==> config.mk <==
export PLATFORM = sky130hd
export DESIGN_NAME = wcd_ram
export DESIGN_NICKNAME = d
export VERILOG_FILES = /design/src/sv/wcd_ram.sv
export SDC_FILE = /design/constraint.sdc
export NUM_CORES = 2
export LEC_CHECK = 0
export BUFFER_PORTS_ARGS = -buffer_cell sky130_fd_sc_hd__buf_2
export CAP_MARGIN = 15
export CELL_PAD_IN_SITES_DETAIL_PLACEMENT = 1
export CELL_PAD_IN_SITES_GLOBAL_PLACEMENT = 2
export CORE_MARGIN = 2
export CORE_UTILIZATION = 30
export DETAILED_ROUTE_END_ITERATION = 7
export HOLD_SLACK_MARGIN = 0.1
export PLACE_DENSITY = 0.58
export SYNTH_ARGS = -nofsm -noshare
export SYNTH_HDL_FRONTEND = slang
export SYNTH_SLANG_ARGS = --single-unit
export TNS_END_PERCENT = 100
==> constraint.sdc <==
create_clock -name clk -period 3.28 [get_ports clk]
set_clock_uncertainty 0.05 [all_clocks]
set_input_delay 0.328 -clock clk [delete_from_list [all_inputs] [get_ports clk]]
set_output_delay 0.328 -clock clk [all_outputs]
set_load 0.05 [all_outputs]
==> src/sv/wcd_ram.sv <==
module wcd_ram #(
	parameter int WIDTH = 2,
	parameter int DEPTH = 1024
) (
	input  logic                     clk,
	input  logic                     we,
	input  logic [$clog2(DEPTH)-1:0] waddr,
	input  logic [WIDTH-1:0]         wdata,
	input  logic                     re,
	input  logic [$clog2(DEPTH)-1:0] raddr_a,
	input  logic [$clog2(DEPTH)-1:0] raddr_b,
	output logic [WIDTH-1:0]         rdata_a,
	output logic [WIDTH-1:0]         rdata_b
);

	logic [WIDTH-1:0] mem [DEPTH];

	always_ff @(posedge clk) begin
		if (we)
			mem[waddr] <= wdata;
	end

	// read-first on a same-address collision
	always_ff @(posedge clk) begin
		if (re) begin
			rdata_a <= mem[raddr_a];
			rdata_b <= mem[raddr_b];
		end
	end

endmodule

==> impl_metrics.tcl <==
set metrics [dict create \
    status "finished clean" \
    whs_ns 0.1601 \
    critPathKind "reg2reg" \
    stdcell_count 11321 \
    synth_edf_count 2052 \
    dieArea_um2 340600 \
    startpoint_type "register" \
    async_flop_share_pct 0 \
    place_congestion 0.8711 \
    power.density_nw_per_um2 516.0 \
    synthesis.nets 6244 \
    grt_start_max_net_pins 152 \
    slew_viol_final 0 \
    firstDrtPassIters 5 \
    numCtsBuffers 237 \
    min_to "rdata_a[1]$_DFFE_PP_" \
    drv_cap 0 \
    dpl.cell_count 10849 \
    clock_path_buffers 4 \
    dieHeight_um 583.6 \
    synth.distinct_cells 71 \
    ys_ff_latch 2052 \
    r2r_start "mem[540][0]$_DFFE_PP_" \
    first_iter_violations 7401 \
    hold_class "in2reg" \
    syn_inst 6209 \
    htree_num_levels 4 \
    max-vdd-ir-drop_mv 0.4944 \
    grt_antenna_before_repair 49 \
    layout_min_cycle_time_ns 3.206 \
    wl_mm 415.5 \
    rows 212 \
    synth_ff_type "edfxtp_1" \
    synth_top_area_cell "edfxtp_1" \
    slew_headroom_pct 28.42 \
    ys_warn_count 0 \
    final_common_cell "edfxtp_1" \
    port_buffers 38 \
    drc 0 \
    min_period_over_period_pct 97.73 \
    r2r_cells 9 \
    ant_nets 0 \
    cts-root-buf "clkbuf_16" \
    final_cell_mix "2052 x edfxtp_1, 1076 x nor2_1, 883 x mux4_2, 619 x buf_4, 447 x mux2i_1" \
    hold_viol 0 \
    rsz0062_at_grt "no" \
    wire_per_inst_um 36.70 \
    postLayoutCoreUtil_pct 35.88 \
    first_global_vias 69263 \
    grt_usage_pct 24.15 \
    worst_slew_pin_slew_ns 1.072 \
    core_um2 334000 \
    grt_pass1_wl_mm 575.1 \
    required_ns 3.89 \
    cp.arrival_ns 3.81 \
    vias 66039 \
    regToRegSetupSlack_ns 0.07 \
    io_pins 39 \
    p_leak_nw 37.89 \
    dpl.hpwl_mm 271.5 \
    nets 6749 \
    power_mw 61.84 \
    drive_gt1_share_pct 31.11 \
    synth-seq-area-share_pct 61.14 \
    fmax_mhz 312.0 \
    grt_remaining_overflow 0 \
    clk_latency_ns 0.97 \
    tritoncts "yes" \
    cp-end-kind "register" \
    start_util_pct 30.18 \
    clock-sinks 2052 \
    synth_top_area_share_pct 61.14 \
    area_growth_pct 18.90 \
    avgSynthCellArea_um2 16.23 \
    r2r-end "rdata_b[0]$_DFFE_PP_" \
    setup_viol_count_final 0 \
    avgViaCountPerCell 5.833 \
    n_fill_cell 33610 \
    ys_top_cells_by_area "edfxtp_1 61%, mux4_2 20%, mux2i_1 4.4%" \
    die_x_um 583.6 \
    min_from "raddr_a[6]" \
    cts.clk_slew.worst_paths_ns 0.06 \
    synthesis.area_um2 100800 \
    worstHoldPathCells 5 \
    crit_fanout 2 \
]
==> cells by family after synthesis <==
family	after synthesis	synth area share, %
flip-flops	2052	61.14
AND/OR/NAND/NOR	1485	6.086
multiplexers	1337	24.25
AO/OA/AOI/OAI	738	5.115
buffers and inverters	597	3.410
==> flip-flops by register name, summed over array words and instances (netlist names) <==
| signal | flops |
|---|---|
| mem | 2048 |
| rdata_a | 2 |
| rdata_b | 2 |
==> report_power, final <==
part / total, mW / switching (mW) / internal (mW)
logic: 6.08 / 3.68 / 2.39
clock network: 26.9 / 11.6 / 15.3
registers: 28.9 / 0.0269 / 28.9
total: 61.8 / 15.3 / 46.5
==> metrics by stage <==
step | TNS [ns] | area [um^2] | setup WS, ns
2_1_floorplan | 0 | 100800 | 0.5088
3_5_place_dp | -3.135 | 112000 | -1.001
5_1_grt | 0 | 119800 | 0.03359
6_report | 0 | 119800 | 0.07442
3_3_place_gp | -3.239 | 112000 | -1.069
4_1_cts | 0 | 119800 | 0.05208
==> how the worst max path moves through the flow <==
stage,start,to,slack [ns]
after floorplan,raddr_b[0],rdata_b[0]$_DFFE_PP_,0.51
after global placement,raddr_a[0],rdata_a[0]$_DFFE_PP_,-1.07
after detailed placement,raddr_a[0],rdata_a[1]$_DFFE_PP_,-1.00
after CTS,mem[170][1]$_DFFE_PP_,rdata_a[1]$_DFFE_PP_,0.05
after global routing,mem[390][1]$_DFFE_PP_,rdata_a[1]$_DFFE_PP_,0.03
final,mem[540][0]$_DFFE_PP_,rdata_b[0]$_DFFE_PP_,0.07
==> per-layer routing <==
layer,up-vias,track usage [%],part of all wire (%)
li1,26476,-,-
met1,35913,32.52,41
met2,2950,39.07,48
met3,690,3.753,7.4
met4,10,9.563,4.1
met5,-,0,0.017
==> worst max-delay path, cell delays in order (launching register included) <==
cell and delay [ns]:
edfxtp_1 0.41, mux4_2 0.48, a22o_1 0.24, a221oi_1 0.34, o21ai_0 0.23, nor4_1 0.31
buf_4 0.22, nor3_1 0.11, a41oi_1 0.31, o2111ai_1 0.22
==> layout make-up <==
cell class	instances	area, um^2	share of cell area (%)
Antenna cell	19	47.55	0.03968
Sequential cell	2052	61620	51.42
Clock inverter	159	1508	1.258
Timing Repair Buffer	853	8781	7.328
Inverter	10	50.05	0.04176
Clock buffer	281	6138	5.122
Multi-Input combinational cell	3560	36200	30.21
Tap cell	4387	5489	4.581
==> timing repair <==
action	4_1_cts	5_1_grt
resized for setup	4	1
setup buffers	0	0
endpoints found under the hold margin	393	0
hold buffers	13	0
endpoints found under the setup margin	2	1
cloned	0	0
==> cell usage after synthesis, types with 19 or more instances <==
master and count:
o221ai_1 170, buf_2 81, mux4_2 883, a221oi_1 27, buf_4 35, edfxtp_1 2052
nor2_1 1079, buf_6 88, a21oi_1 154, a22oi_1 88, nor2b_1 22, nand2_1 135
nand3_1 59, nor3_1 83, buf_1 66, clkbuf_1 295, o22ai_1 108, mux2i_1 447
o21ai_0 72, a22o_1 19
No activity file was read; power rests on OpenSTA's default activity.
