==> src/sv/wcd_pkg.sv <==
package wcd_pkg;

	localparam int MAX_DIM = 256;
	localparam int XW      = $clog2(MAX_DIM);
	localparam int ZW      = XW + 1;
	localparam int AW      = 2 * XW;
	localparam int DEPTH   = MAX_DIM * MAX_DIM;
	localparam int REG_W   = 9;
	localparam int CW      = (ZW > REG_W) ? ZW : REG_W;
	localparam int IDX_W   = 2;
	localparam int SQ_W    = 26;
	localparam int SPLIT_W = 24;
	localparam int QCNT_W  = 2;

	localparam logic [IDX_W-1:0] CFG_DIM_X = 2'd0;
	localparam logic [IDX_W-1:0] CFG_DIM_Y = 2'd1;
	localparam logic [IDX_W-1:0] CFG_DIM_Z = 2'd2;

	localparam logic [REG_W-1:0]   DIM_RESET = 9'd256;
	localparam logic [SQ_W-1:0]    SQ_MAX    = '1;
	localparam logic [SPLIT_W-1:0] SPLIT_MAX = '1;

	localparam int unsigned AXIS_FLIP [3] = '{1, 2, 4};

	typedef struct packed {
		logic [SQ_W-1:0]    squares;
		logic [SPLIT_W-1:0] occ_split;
		logic [SPLIT_W-1:0] empty_split;
		logic               size_error;
	} result_t;

	function automatic logic [CW-1:0] eff_dim(input logic [REG_W-1:0] raw);
		logic [CW-1:0] v;
		v = CW'(raw);
		if (v == '0)
			return CW'(1);
		if (v > CW'(MAX_DIM))
			return CW'(MAX_DIM);
		return v;
	endfunction

	// swap corners along one axis of the 2x2x2 block
	function automatic logic [7:0] flip_mask(input logic [7:0] r, input int unsigned f);
		logic [7:0] o;
		for (int i = 0; i < 8; i++)
			o[i] = r[i ^ f];
		return o;
	endfunction

	// set corners form two or more face-connected groups
	function automatic logic split(input logic [7:0] m);
		logic [7:0] reach;
		reach = m & (~m + 8'd1);
		for (int it = 0; it < 7; it++)
			for (int k = 0; k < 3; k++)
				reach = reach | (flip_mask(reach, AXIS_FLIP[k]) & m);
		return (m != 8'd0) && (reach != m);
	endfunction

	function automatic logic is_checker(input logic a, input logic b, input logic c,
			input logic d);
		return (a == d) && (b == c) && (a != b);
	endfunction

endpackage

==> src/sv/wcd_ifs.sv <==


interface wcd_out_if;
	logic                       valid;
	logic                       ready;
	logic [wcd_pkg::SQ_W-1:0]    edge_checkerboard_count;
	logic [wcd_pkg::SPLIT_W-1:0] occupied_split_count;
	logic [wcd_pkg::SPLIT_W-1:0] empty_split_count;
	logic                       size_error;

	modport source(output valid, output edge_checkerboard_count, output occupied_split_count,
		output empty_split_count, output size_error, input ready);
	modport sink(input valid, input edge_checkerboard_count, input occupied_split_count,
		input empty_split_count, input size_error, output ready);
endinterface

==> src/sv/wcd_result_q.sv <==
module wcd_result_q (
	input  logic                     clk,
	input  logic                     arst_n,
	input  logic                     push,
	input  wcd_pkg::result_t         push_data,
	output logic [wcd_pkg::QCNT_W-1:0] count,
	wcd_out_if.source                result
);
	import wcd_pkg::*;

	result_t               head_q;
	result_t               tail_q;
	logic [QCNT_W-1:0]     cnt_q;
	logic                  pop;

	assign pop   = result.valid && result.ready;
	assign count = cnt_q;

	always_ff @(posedge clk or negedge arst_n) begin
		if (!arst_n) begin
			cnt_q <= '0;
		end else begin
			if (push && !pop)
				cnt_q <= cnt_q + 1'b1;
			else if (pop && !push)
				cnt_q <= cnt_q - 1'b1;
		end
	end

	always_ff @(posedge clk) begin
		if (push && !pop) begin
			if (cnt_q == '0)
				head_q <= push_data;
			else
				tail_q <= push_data;
		end else if (pop && !push) begin
			head_q <= tail_q;
		end else if (pop && push) begin
			if (cnt_q == QCNT_W'(1)) begin
				head_q <= push_data;
			end else begin
				head_q <= tail_q;
				tail_q <= push_data;
			end
		end
	end

	assign result.valid                   = (cnt_q != '0);
	assign result.edge_checkerboard_count = head_q.squares;
	assign result.occupied_split_count    = head_q.occ_split;
	assign result.empty_split_count       = head_q.empty_split;
	assign result.size_error              = head_q.size_error;

endmodule

==> src/flat_wrapper.sv <==
// flat-port wrapper written by rule: the top's interface ports become plain ports
module wcd_result_q_flat import wcd_pkg::*;
  (clk, arst_n, push, push_data, count, result_valid, result_edge_checkerboard_count, result_occupied_split_count, result_empty_split_count, result_size_error, result_ready);
  wcd_out_if result_i ();
  input  logic clk;
  input  logic arst_n;
  input  logic push;
  input  wcd_pkg::result_t push_data;
  output logic [wcd_pkg::QCNT_W-1:0] count;
  output wire logic [$bits(result_i.valid)-1:0] result_valid;
  output wire logic [$bits(result_i.edge_checkerboard_count)-1:0] result_edge_checkerboard_count;
  output wire logic [$bits(result_i.occupied_split_count)-1:0] result_occupied_split_count;
  output wire logic [$bits(result_i.empty_split_count)-1:0] result_empty_split_count;
  output wire logic [$bits(result_i.size_error)-1:0] result_size_error;
  input wire logic [$bits(result_i.ready)-1:0] result_ready;
  assign result_valid = result_i.valid;
  assign result_edge_checkerboard_count = result_i.edge_checkerboard_count;
  assign result_occupied_split_count = result_i.occupied_split_count;
  assign result_empty_split_count = result_i.empty_split_count;
  assign result_size_error = result_i.size_error;
  assign result_i.ready = result_ready;
  wcd_result_q u_core (.clk(clk), .arst_n(arst_n), .push(push), .push_data(push_data), .count(count), .result(result_i));
endmodule
==> config.mk <==
export PLATFORM = sky130hd
export DESIGN_NAME = wcd_result_q_flat
export DESIGN_NICKNAME = d
export VERILOG_FILES = /design/src/sv/wcd_pkg.sv /design/src/sv/wcd_ifs.sv /design/src/sv/wcd_result_q.sv /design/src/flat_wrapper.sv
export SDC_FILE = /design/constraint.sdc
export NUM_CORES = 1
export LEC_CHECK = 0
export ABC_AREA = 0
export BUFFER_PORTS_ARGS = -buffer_cell sky130_fd_sc_hd__buf_2
export CORE_ASPECT_RATIO = 0.8
export CORE_UTILIZATION = 56
export CTS_CLUSTER_DIAMETER = 30
export DETAILED_ROUTE_END_ITERATION = 8
export PLACE_DENSITY = 0.84
export SLEW_MARGIN = 0
export SYNTH_ARGS = -nofsm -noshare
export SYNTH_HDL_FRONTEND = slang
export SYNTH_SLANG_ARGS = --single-unit
export TNS_END_PERCENT = 100
==> constraint.sdc <==
create_clock -name clk -period 18.9 [get_ports clk]
set_input_delay 0.945 -clock clk [delete_from_list [all_inputs] [get_ports clk]]
set_output_delay 0.945 -clock clk [all_outputs]
set_load 0.01 [all_outputs]
==> run metrics, run 1 <==
Die H=92.9 um; final setup vio count=0; CP bufs+invs=2; fmax=314 MHz; CTS tree=yes; CTS Buf Count=17; share of cells above drive strength 1=0.618; Seq/Total Area, Yosys=0.787; Die ar.=0.0107 sq mm; slowest cell on the critical path=buf_4; Worst Hold Class=input pin to asynchronous set/reset pin; drt drc=0; FF-to-FF path depth=6; CP Launch Type=register; 1st-pass router iterations=4; placement-stage cell area=0.00672 sq mm; final net count=503; GRT Residual Overflow=0; Inserted Diodes=0; Final Hold Viols=0; Tightest Pin Transition=709 ps; largest net degree at the start of global routing=43; final worst path period share=0.168; crit path time final=3180 ps; syn avg cell area=23.1 sq um; CTS Sinks=152; CTS clk-pin slew, worst paths=60 ps; worst-path maximum fanout=42; syn_nets=332; IO buf count=156; Rel. slew slack=0.528; setup bufs post-CTS=0; initial drt markers=162; crit end category=register; RSZ-0062 raised after global routing=false; Mapped Cells=251; Root Buffer=clkbuf_16; Filler Cells Inserted=608; Max VDD drop=151 uV; Worst Path Required=19070 ps; WS Path Type=register to register; Via density=5.06; DR WL/cell=18.0 um; Via Count=2889; Pleak=2.95 nW; Placeable Area=0.00985 sq mm; Final GP Congestion=0.736; Worst-Skew Late Latency=420 ps; max_cap viols=0; Bufs on Longest Clock Path=2; Die W=116 um; vias in the first global route=2937; FP Rows=32; total global-route track usage=0.205; final setup TNS=0 ps; CP delay by family, top=adder cells; Post-CTS Resized=0; critical-path cell list=inv_1 > ha_1 > nand2b_1 > maj3_4 > buf_4 > mux2_2; Synth cell types=15; drt total wl=10.3 mm; starting density of the core=0.588; initial antenna violation count=0; status=completed; #FFs+latches synth=152; hold-fix buffers at CTS=0; Final HPWL DP=6.59 mm; max-slew violation count=0; post-route ant nets=0; critical path arrival=3350 ps; Clock Skew=10.9 ps; post-route cell area=0.00728 sq mm; PwrDens=163 mW/mm^2; Post-Synthesis Cell Area=0.00579 sq mm; launch point of the worst reg-to-reg path=u_core.count[1]; Overall Power=0.00118 W; first-pass GRT wire length=15.4 mm; worst r2r dst=u_core.result.edge_checkerboard_count[25]; Synth warnings=0; H-tree depth=4; Synth-to-Final Area Change=25.8%; IO Count=157; FF-to-FF setup slack=15720 ps; Crit path largest cell delay=680 ps
synthesized netlist by cell type, drive strengths merged:
| master | instances | share of area |
|---|---|---|
| buf | 9 | 0.014 |
| mux2 | 76 | 0.18 |
| maj3 | 1 | 0.0019 |
| xnor2 | 1 | 0.0015 |
| o21ai | 1 | 0.00086 |
| edfxtp | 150 | 0.78 |
| xor2 | 1 | 0.0015 |
| mux2i | 2 | 0.0035 |
| nand2b | 1 | 0.0011 |
| a211oi | 1 | 0.0013 |
| ha | 2 | 0.0043 |
| inv | 4 | 0.0026 |
| dfrtp | 2 | 0.0086 |
through the flow:
step	cells	hold slack [ps]	setup WS, ps	util
finish	571	299	15720	0.739
global route	571	288	15580	0.739
global placement	539	529	15590	0.682
CTS	571	287	15720	0.739
floorplan	251	525	11760	-
detailed placement	539	533	15500	0.682
logic make-up (layout without fill, tap and decap cells):
family | after synthesis | after routing | share of synthesized area
buf+inv | 13 | 197 | 0.0169
mux | 78 | 78 | 0.184
xor+xnor | 2 | 2 | 0.00303
fa+ha+maj | 3 | 3 | 0.00627
compound gates | 2 | 2 | 0.00216
simple gates | 1 | 1 | 0.00108
flops | 152 | 152 | 0.787
layout make-up:
cell class	count	area, sq um	share of cell area
Sequential cell	152	4550	0.625
Inverter	4	15.0	0.00206
Clock inverter	14	134	0.0184
Tap cell	136	170	0.0234
Timing Repair Buffer	161	818	0.112
Multi-Input combinational cell	86	1160	0.160
Clock buffer	18	429	0.0589
layer usage:
layer	global-route usage	vias up	wire length [um]
met5	0	-	0
met4	0.0897	0	108
met3	0.0831	11	845
met2	0.319	134	4830
met1	0.253	1408	4500
li1	-	1336	-
registers in the layout, summed over array words and instances, names as in the netlist:
| name | flops |
|---|---|
| u_core.count | 2 |
| u_core.result.edge_checkerboard_count | 26 |
| u_core.result.empty_split_count | 24 |
| u_core.result.occupied_split_count | 24 |
| u_core.result.size_error | 1 |
| u_core.tail_q | 75 |
power breakdown:
part           internal [W]  switching, W  total [W]
Sequential         0.000516     0.0000289   0.000545
Combinational      0.000149      0.000172   0.000322
Clock              0.000192      0.000126   0.000318
cell usage in the layout (no fill, tap or decap):
master / instances
a211oi_4: 1
edfxtp_1: 150
clkinv_2: 5
buf_2: 156
bufinv_16: 2
xor2_1: 1
mux2i_1: 2
dfrtp_1: 2
ha_1: 2
clkinvlp_4: 2
inv_1: 4
o21ai_4: 1
clkbuf_1: 1
clkinv_4: 3
nand2b_1: 1
mux2_4: 50
xnor2_1: 1
mux2_2: 26
maj3_4: 1
clkinv_1: 2
buf_4: 5
clkbuf_16: 17
worst max-delay path by stage:
stage | start | slack (ps) | cells past startpoint | end
2_1_floorplan | push | 11760 | 2 | u_core.tail_q[0]
6_report | u_core.count[1] | 15720 | 6 | u_core.result.edge_checkerboard_count[25]
4_1_cts | u_core.count[1] | 15720 | 6 | u_core.result.edge_checkerboard_count[25]
3_3_place_gp | result_ready | 15590 | 5 | u_core.result.empty_split_count[10]
5_1_grt | u_core.count[1] | 15580 | 6 | u_core.result.edge_checkerboard_count[25]
3_5_place_dp | result_ready | 15500 | 5 | u_core.result.edge_checkerboard_count[25]
Power figures use the tool's default switching activity.
==> inputs of run 2 (changes only) <==
Settings changed: CORE_UTILIZATION 56 to 52, PLACE_DENSITY 0.84 to 0.79.
Clock period 18.9 ns to 3.05 ns, I/O delays scaled along.
==> run 2 against run 1 <==
Net effect: wire length rose by 8.9%; worst setup slack got worse by 15000 ps; maximum frequency rose by 27%; flip-flop and latch count did not move; core utilization rose by 0.69 points; die area rose by 7.5%; total power rose to 6.3 times the previous value; combinational power rose to 6.6 times the previous value; non-clock buffer count rose by 77; cell count rose by 15%; clock power rose to 6.3 times the previous value; sequential power rose to 6.2 times the previous value; critical path type unchanged.
==> run metrics, run 2 (same netlist as run 1, synthesis figures left out) <==
Critical Path End=u_core.result.empty_split_count[9] (was u_core.result.edge_checkerboard_count[25]); CTS Sinks=152 (unchanged); utilization after layout=0.746 (was 0.739); WS Path Type=register to register (unchanged); first-pass GRT wire length=16.8 mm (was 15.4 mm); GRT Residual Overflow=0 (unchanged); RSZ-0062 raised after global routing=false (unchanged); IO buf count=156 (unchanged); most frequent cells in the layout=buf_2 (156), edfxtp_1 (150), dlygate4sd3_1 (76) (was buf_2 (156), edfxtp_1 (150), mux2_4 (50)); Pleak=3.26 nW (was 2.95 nW); fmax=400 MHz (was 314 MHz); FP Rows=34 (was 32); worst r2r dst=u_core.result.empty_split_count[9] (was u_core.result.edge_checkerboard_count[25]); crit path time final=2500 ps (was 3180 ps); share of cells above drive strength 1=0.539 (was 0.618); Placeable Area=0.0108 sq mm (was 0.00985 sq mm); Worst Hold Class=input pin to asynchronous set/reset pin (unchanged); commonest non-fill, non-tap cell in the layout=buf_2 (unchanged); FF-to-FF path depth=6 (unchanged); IO Count=157 (unchanged); DR WL/cell=17.1 um (was 18.0 um); CTS clk-pin slew, worst paths=60 ps (about the same); Die H=96.4 um (was 92.9 um); CP Launch Type=register (unchanged); largest net degree at the start of global routing=44 (was 43); final worst path period share=0.820 (was 0.168); CTS Buf Count=17 (unchanged); Most flops, register=u_core.tail_q (unchanged); final setup vio count=0 (unchanged); status=completed (unchanged); Max VDD drop=702 uV (was 151 uV); max-slew violation count=0 (unchanged); crit path from=u_core.count[0] (was u_core.count[1]); post-route cell area=0.00810 sq mm (was 0.00728 sq mm); worst-path maximum fanout=32 (was 42); Final GP Congestion=0.706 (was 0.736); Filler Cells Inserted=623 (was 608); launch point of the worst reg-to-reg path=u_core.count[0] (was u_core.count[1]); Tightest Pin Transition=555 ps (was 709 ps); Die W=120 um (was 116 um); initial antenna violation count=0 (unchanged); Final HPWL DP=6.45 mm (was 6.59 mm); Via Count=3216 (was 2889); Via density=4.90 (was 5.06); total global-route track usage=0.200 (was 0.205); Final Hold Viols=0 (unchanged); Root Buffer=clkbuf_16 (unchanged); crit end category=register (unchanged); Worst Path Required=3210 ps (was 19070 ps); Post-CTS Resized=0 (unchanged); Rel. slew slack=0.630 (was 0.528); max reg flops=75 (unchanged); Bufs on Longest Clock Path=2 (unchanged); post-route ant nets=0 (unchanged); CTS tree=yes (unchanged); placement-stage cell area=0.00677 sq mm (was 0.00672 sq mm); starting density of the core=0.534 (was 0.588); setup bufs post-CTS=0 (unchanged); drt total wl=11.2 mm (was 10.3 mm); drt drc=0 (unchanged); initial drt markers=225 (was 162); FF-to-FF setup slack=550 ps (was 15720 ps); Synth-to-Final Area Change=39.9% (was 25.8%); Worst-Skew Late Latency=410 ps (was 420 ps); H-tree depth=4 (unchanged); critical path arrival=2660 ps (was 3350 ps); 1st-pass router iterations=4 (unchanged); Die ar.=0.0116 sq mm (was 0.0107 sq mm); vias in the first global route=3226 (was 2937); Inserted Diodes=0 (unchanged); Clock Skew=6.48 ps (was 10.9 ps); PwrDens=927 mW/mm^2 (was 163 mW/mm^2); final net count=580 (was 503); max_cap viols=0 (unchanged)
run 2: changes by cell type in the layout (fill, tap and decap cells not counted), moves of 2 or more:
cell and delta:
clkinv_2 -4, inv_6 +5, ha_1 -2, inv_8 +2, clkinv_4 -2, dlygate4sd3_1 +76
clkinvlp_4 +2, clkinv_1 -2
run 2: worst min path at each step:
stage                 from              end  slack, ps  depth (start not counted)
floorplan           arst_n  u_core.count[0]       -140                          0
global placement    arst_n  u_core.count[1]        -60                          1
detailed placement  arst_n  u_core.count[1]        -60                          1
CTS                 arst_n  u_core.count[1]         50                          2
global route        arst_n  u_core.count[1]         40                          2
finish              arst_n  u_core.count[1]         60                          2
run 2: cell type report:
class	count	area, sq um	area share
clock inverter	14	140	0.0173
clock buffer	18	429	0.0530
tap	144	180	0.0223
sequential	152	4560	0.563
timing repair buffer	238	1600	0.197
inverter	4	15.0	0.00185
multi-input combinational	86	1180	0.145
run 2: timing repair:
action,CTS,global route
setup endpoints to repair,0,0
hold endpoints to repair,77,0
hold buffers,76,0
run 2: where the power goes:
group / switching (W) / leakage (nW) / internal, W
Sequential: 0.000177 / 1.46 / 0.00320
Combinational: 0.00111 / 1.53 / 0.00102
Clock: 0.000862 / 0.268 / 0.00115
Total: 0.00215 / 3.26 / 0.00536
run 2: metrics by stage:
stage               total power [W]  setup WS, ps  setup TNS [ps]  hold slack [ps]  instances
finish                      0.00751           550               0             63.4        656
global route                0.00785           432               0             39.3        656
CTS                         0.00756           519               0             47.6        656
detailed placement          0.00545           556               0            -58.5        548
global placement            0.00537           700               0            -61.4        548
floorplan                   0.00480         -8.31            -624             -143        251
run 2: routing by layer:
layer,track usage,routed length (um),up-vias,part of all wire
li1,-,-,1491,-
met5,0,0,-,0
met2,0.318,5420,130,0.48
met4,0.0698,118,0,0.011
met1,0.258,4980,1583,0.44
met3,0.0687,677,12,0.060
run 2: critical path, stage by stage, from the launching register on:
cell and delay [ps]:
dfrtp_2 450, inv_1 100, ha_2 230, nand2b_1 330, maj3_4 290, buf_4 450
mux2_2 400
==> inputs of run 3 (changes only) <==
Clock period 3.05 ns to 2.6 ns, I/O delays scaled along.
==> run 3 against run 2 <==
Net effect: total power is 16% higher; clock skew is 1.1 ps higher; global-route usage is 0.33 points lower; worst setup slack worse by 130 ps; die area unchanged; wire length decreased by 0.35%; maximum frequency up 15%; first-iteration DRC count fell by 16%; combinational power increased by 19%; clock power rose by 12%.
==> run metrics, run 3 (same netlist as run 1, synthesis figures left out) <==
status=completed (unchanged); final net count=581 (was 580); RSZ-0062 raised after global routing=false (unchanged); final setup vio count=0 (unchanged); 1st-pass router iterations=4 (unchanged); Synth-to-Final Area Change=40.0% (was 39.9%); worst r2r dst=u_core.result.empty_split_count[1] (was u_core.result.empty_split_count[9]); PwrDens=1080 mW/mm^2 (was 927 mW/mm^2); worst slack, placed=449 ps (was 556 ps); worst-path maximum fanout=33 (was 32); Worst-Skew Late Latency=410 ps (about the same); placement-stage cell area=0.00680 sq mm (was 0.00677 sq mm); FF-to-FF path depth=6 (unchanged); CTS Buf Count=17 (unchanged); first-pass GRT wire length=16.5 mm (was 16.8 mm); share of cells above drive strength 1=0.542 (was 0.539); drt drc=0 (unchanged); Inserted Diodes=0 (unchanged); final setup TNS=0 ps (unchanged); largest net degree at the start of global routing=41 (was 44); Worst Hold Class=input pin to asynchronous set/reset pin (unchanged); Final HPWL DP=6.51 mm (was 6.45 mm); CTS clk-pin slew, worst paths=60 ps (about the same); total global-route track usage=0.197 (was 0.200); Filler Cells Inserted=639 (was 623); Die ar.=0.0116 sq mm (unchanged); IO Count=157 (unchanged); max-slew violation count=0 (unchanged); Die H=96.4 um (unchanged); FP Rows=34 (unchanged); Post-CTS Resized=0 (unchanged); initial drt markers=188 (was 225); Overall Power=0.00873 W (was 0.00751 W); Final Hold Viols=0 (unchanged); FF-to-FF setup slack=420 ps (was 550 ps); setup bufs post-CTS=0 (unchanged); starting density of the core=0.534 (unchanged); post-route ant nets=0 (unchanged); max reg flops=75 (unchanged); crit path time final=2180 ps (was 2500 ps); final worst path period share=0.839 (was 0.820); Clock Skew=7.57 ps (was 6.48 ps); critical path arrival=2330 ps (was 2660 ps); initial antenna violation count=0 (unchanged); Via Count=3199 (was 3216); Max VDD drop=770 uV (was 702 uV); H-tree depth=4 (unchanged); Placeable Area=0.0108 sq mm (unchanged); fmax=458 MHz (was 400 MHz); Setup WS post-layout=417 ps (was 550 ps); Worst Path Required=2750 ps (was 3210 ps); commonest non-fill, non-tap cell in the layout=buf_2 (unchanged); Root Buffer=clkbuf_16 (unchanged); WS Path Type=register to register (unchanged); launch point of the worst reg-to-reg path=u_core.count[1] (was u_core.count[0]); drt total wl=11.2 mm (about the same); final hold slack=25.5 ps (was 63.4 ps); DR WL/cell=17.0 um (was 17.1 um); hold-fix buffers at CTS=76 (unchanged); crit path from=u_core.count[1] (was u_core.count[0]); Pleak=3.28 nW (was 3.26 nW); Via density=4.87 (was 4.90); IO buf count=156 (unchanged); most frequent cells in the layout=buf_2 (156), edfxtp_1 (150), dlygate4sd3_1 (76) (unchanged); Die W=120 um (unchanged); crit end category=register (unchanged); CP Launch Type=register (unchanged); post-route cell area=0.00810 sq mm (about the same); CTS Sinks=152 (unchanged); Rel. slew slack=0.472 (was 0.630); max_cap viols=0 (unchanged); Final GP Congestion=0.704 (was 0.706); Bufs on Longest Clock Path=2 (unchanged); Tightest Pin Transition=789 ps (was 555 ps); Most flops, register=u_core.tail_q (unchanged); Critical Path End=u_core.result.empty_split_count[1] (was u_core.result.empty_split_count[9]); CTS tree=yes (unchanged); GRT Residual Overflow=0 (unchanged); vias in the first global route=3249 (was 3226)
run 3: power breakdown:
group | internal (W) | total, W | switching (W) | leakage [nW]
sequential | 0.00375 | 0.00396 | 0.000209 | 1.46
clock | 0.00124 | 0.00225 | 0.00101 | 0.267
combinational | 0.00123 | 0.00253 | 0.00130 | 1.54
run 3: critical path: stages, from the launching register on:
cell and delay (ps):
dfrtp_1 400, inv_2 100, ha_2 230, nand2b_1 160, maj3_4 360, buf_12 280
mux2_2 360
run 3: final cells by class:
type	count	area (sq um)	share of cell area
clock buffer	17	425	0.0525
clock inverter	15	116	0.0144
inverter	4	15.0	0.00185
multi-input combinational	86	1180	0.145
timing repair buffer	239	1630	0.201
tap	144	180	0.0222
sequential	152	4560	0.562
run 3: metal layers:
metal  track usage  routed length, um  up-vias
li1              -                  -     1496
met1         0.248               4770     1571
met2         0.320               5580      123
met3        0.0622                725        9
met4        0.0781                 89        0
met5             0                  0        -
run 3: per-stage QoR:
step,cells,utilization
after global placement,549,0.627
final,657,0.747
after detailed placement,549,0.627
after global routing,657,0.747
after CTS,657,0.747
after floorplan,251,-
run 3: how the worst min path moves through the flow:
stage                      start         endpoint  slack, ps  depth (start not counted)
after floorplan           arst_n  u_core.count[0]       -170                          0
after global placement    arst_n  u_core.count[1]        -80                          1
after detailed placement  arst_n  u_core.count[1]        -80                          1
after CTS                 arst_n  u_core.count[1]         10                          2
after global routing      arst_n  u_core.count[1]         20                          2
final                     arst_n  u_core.count[0]         30                          2
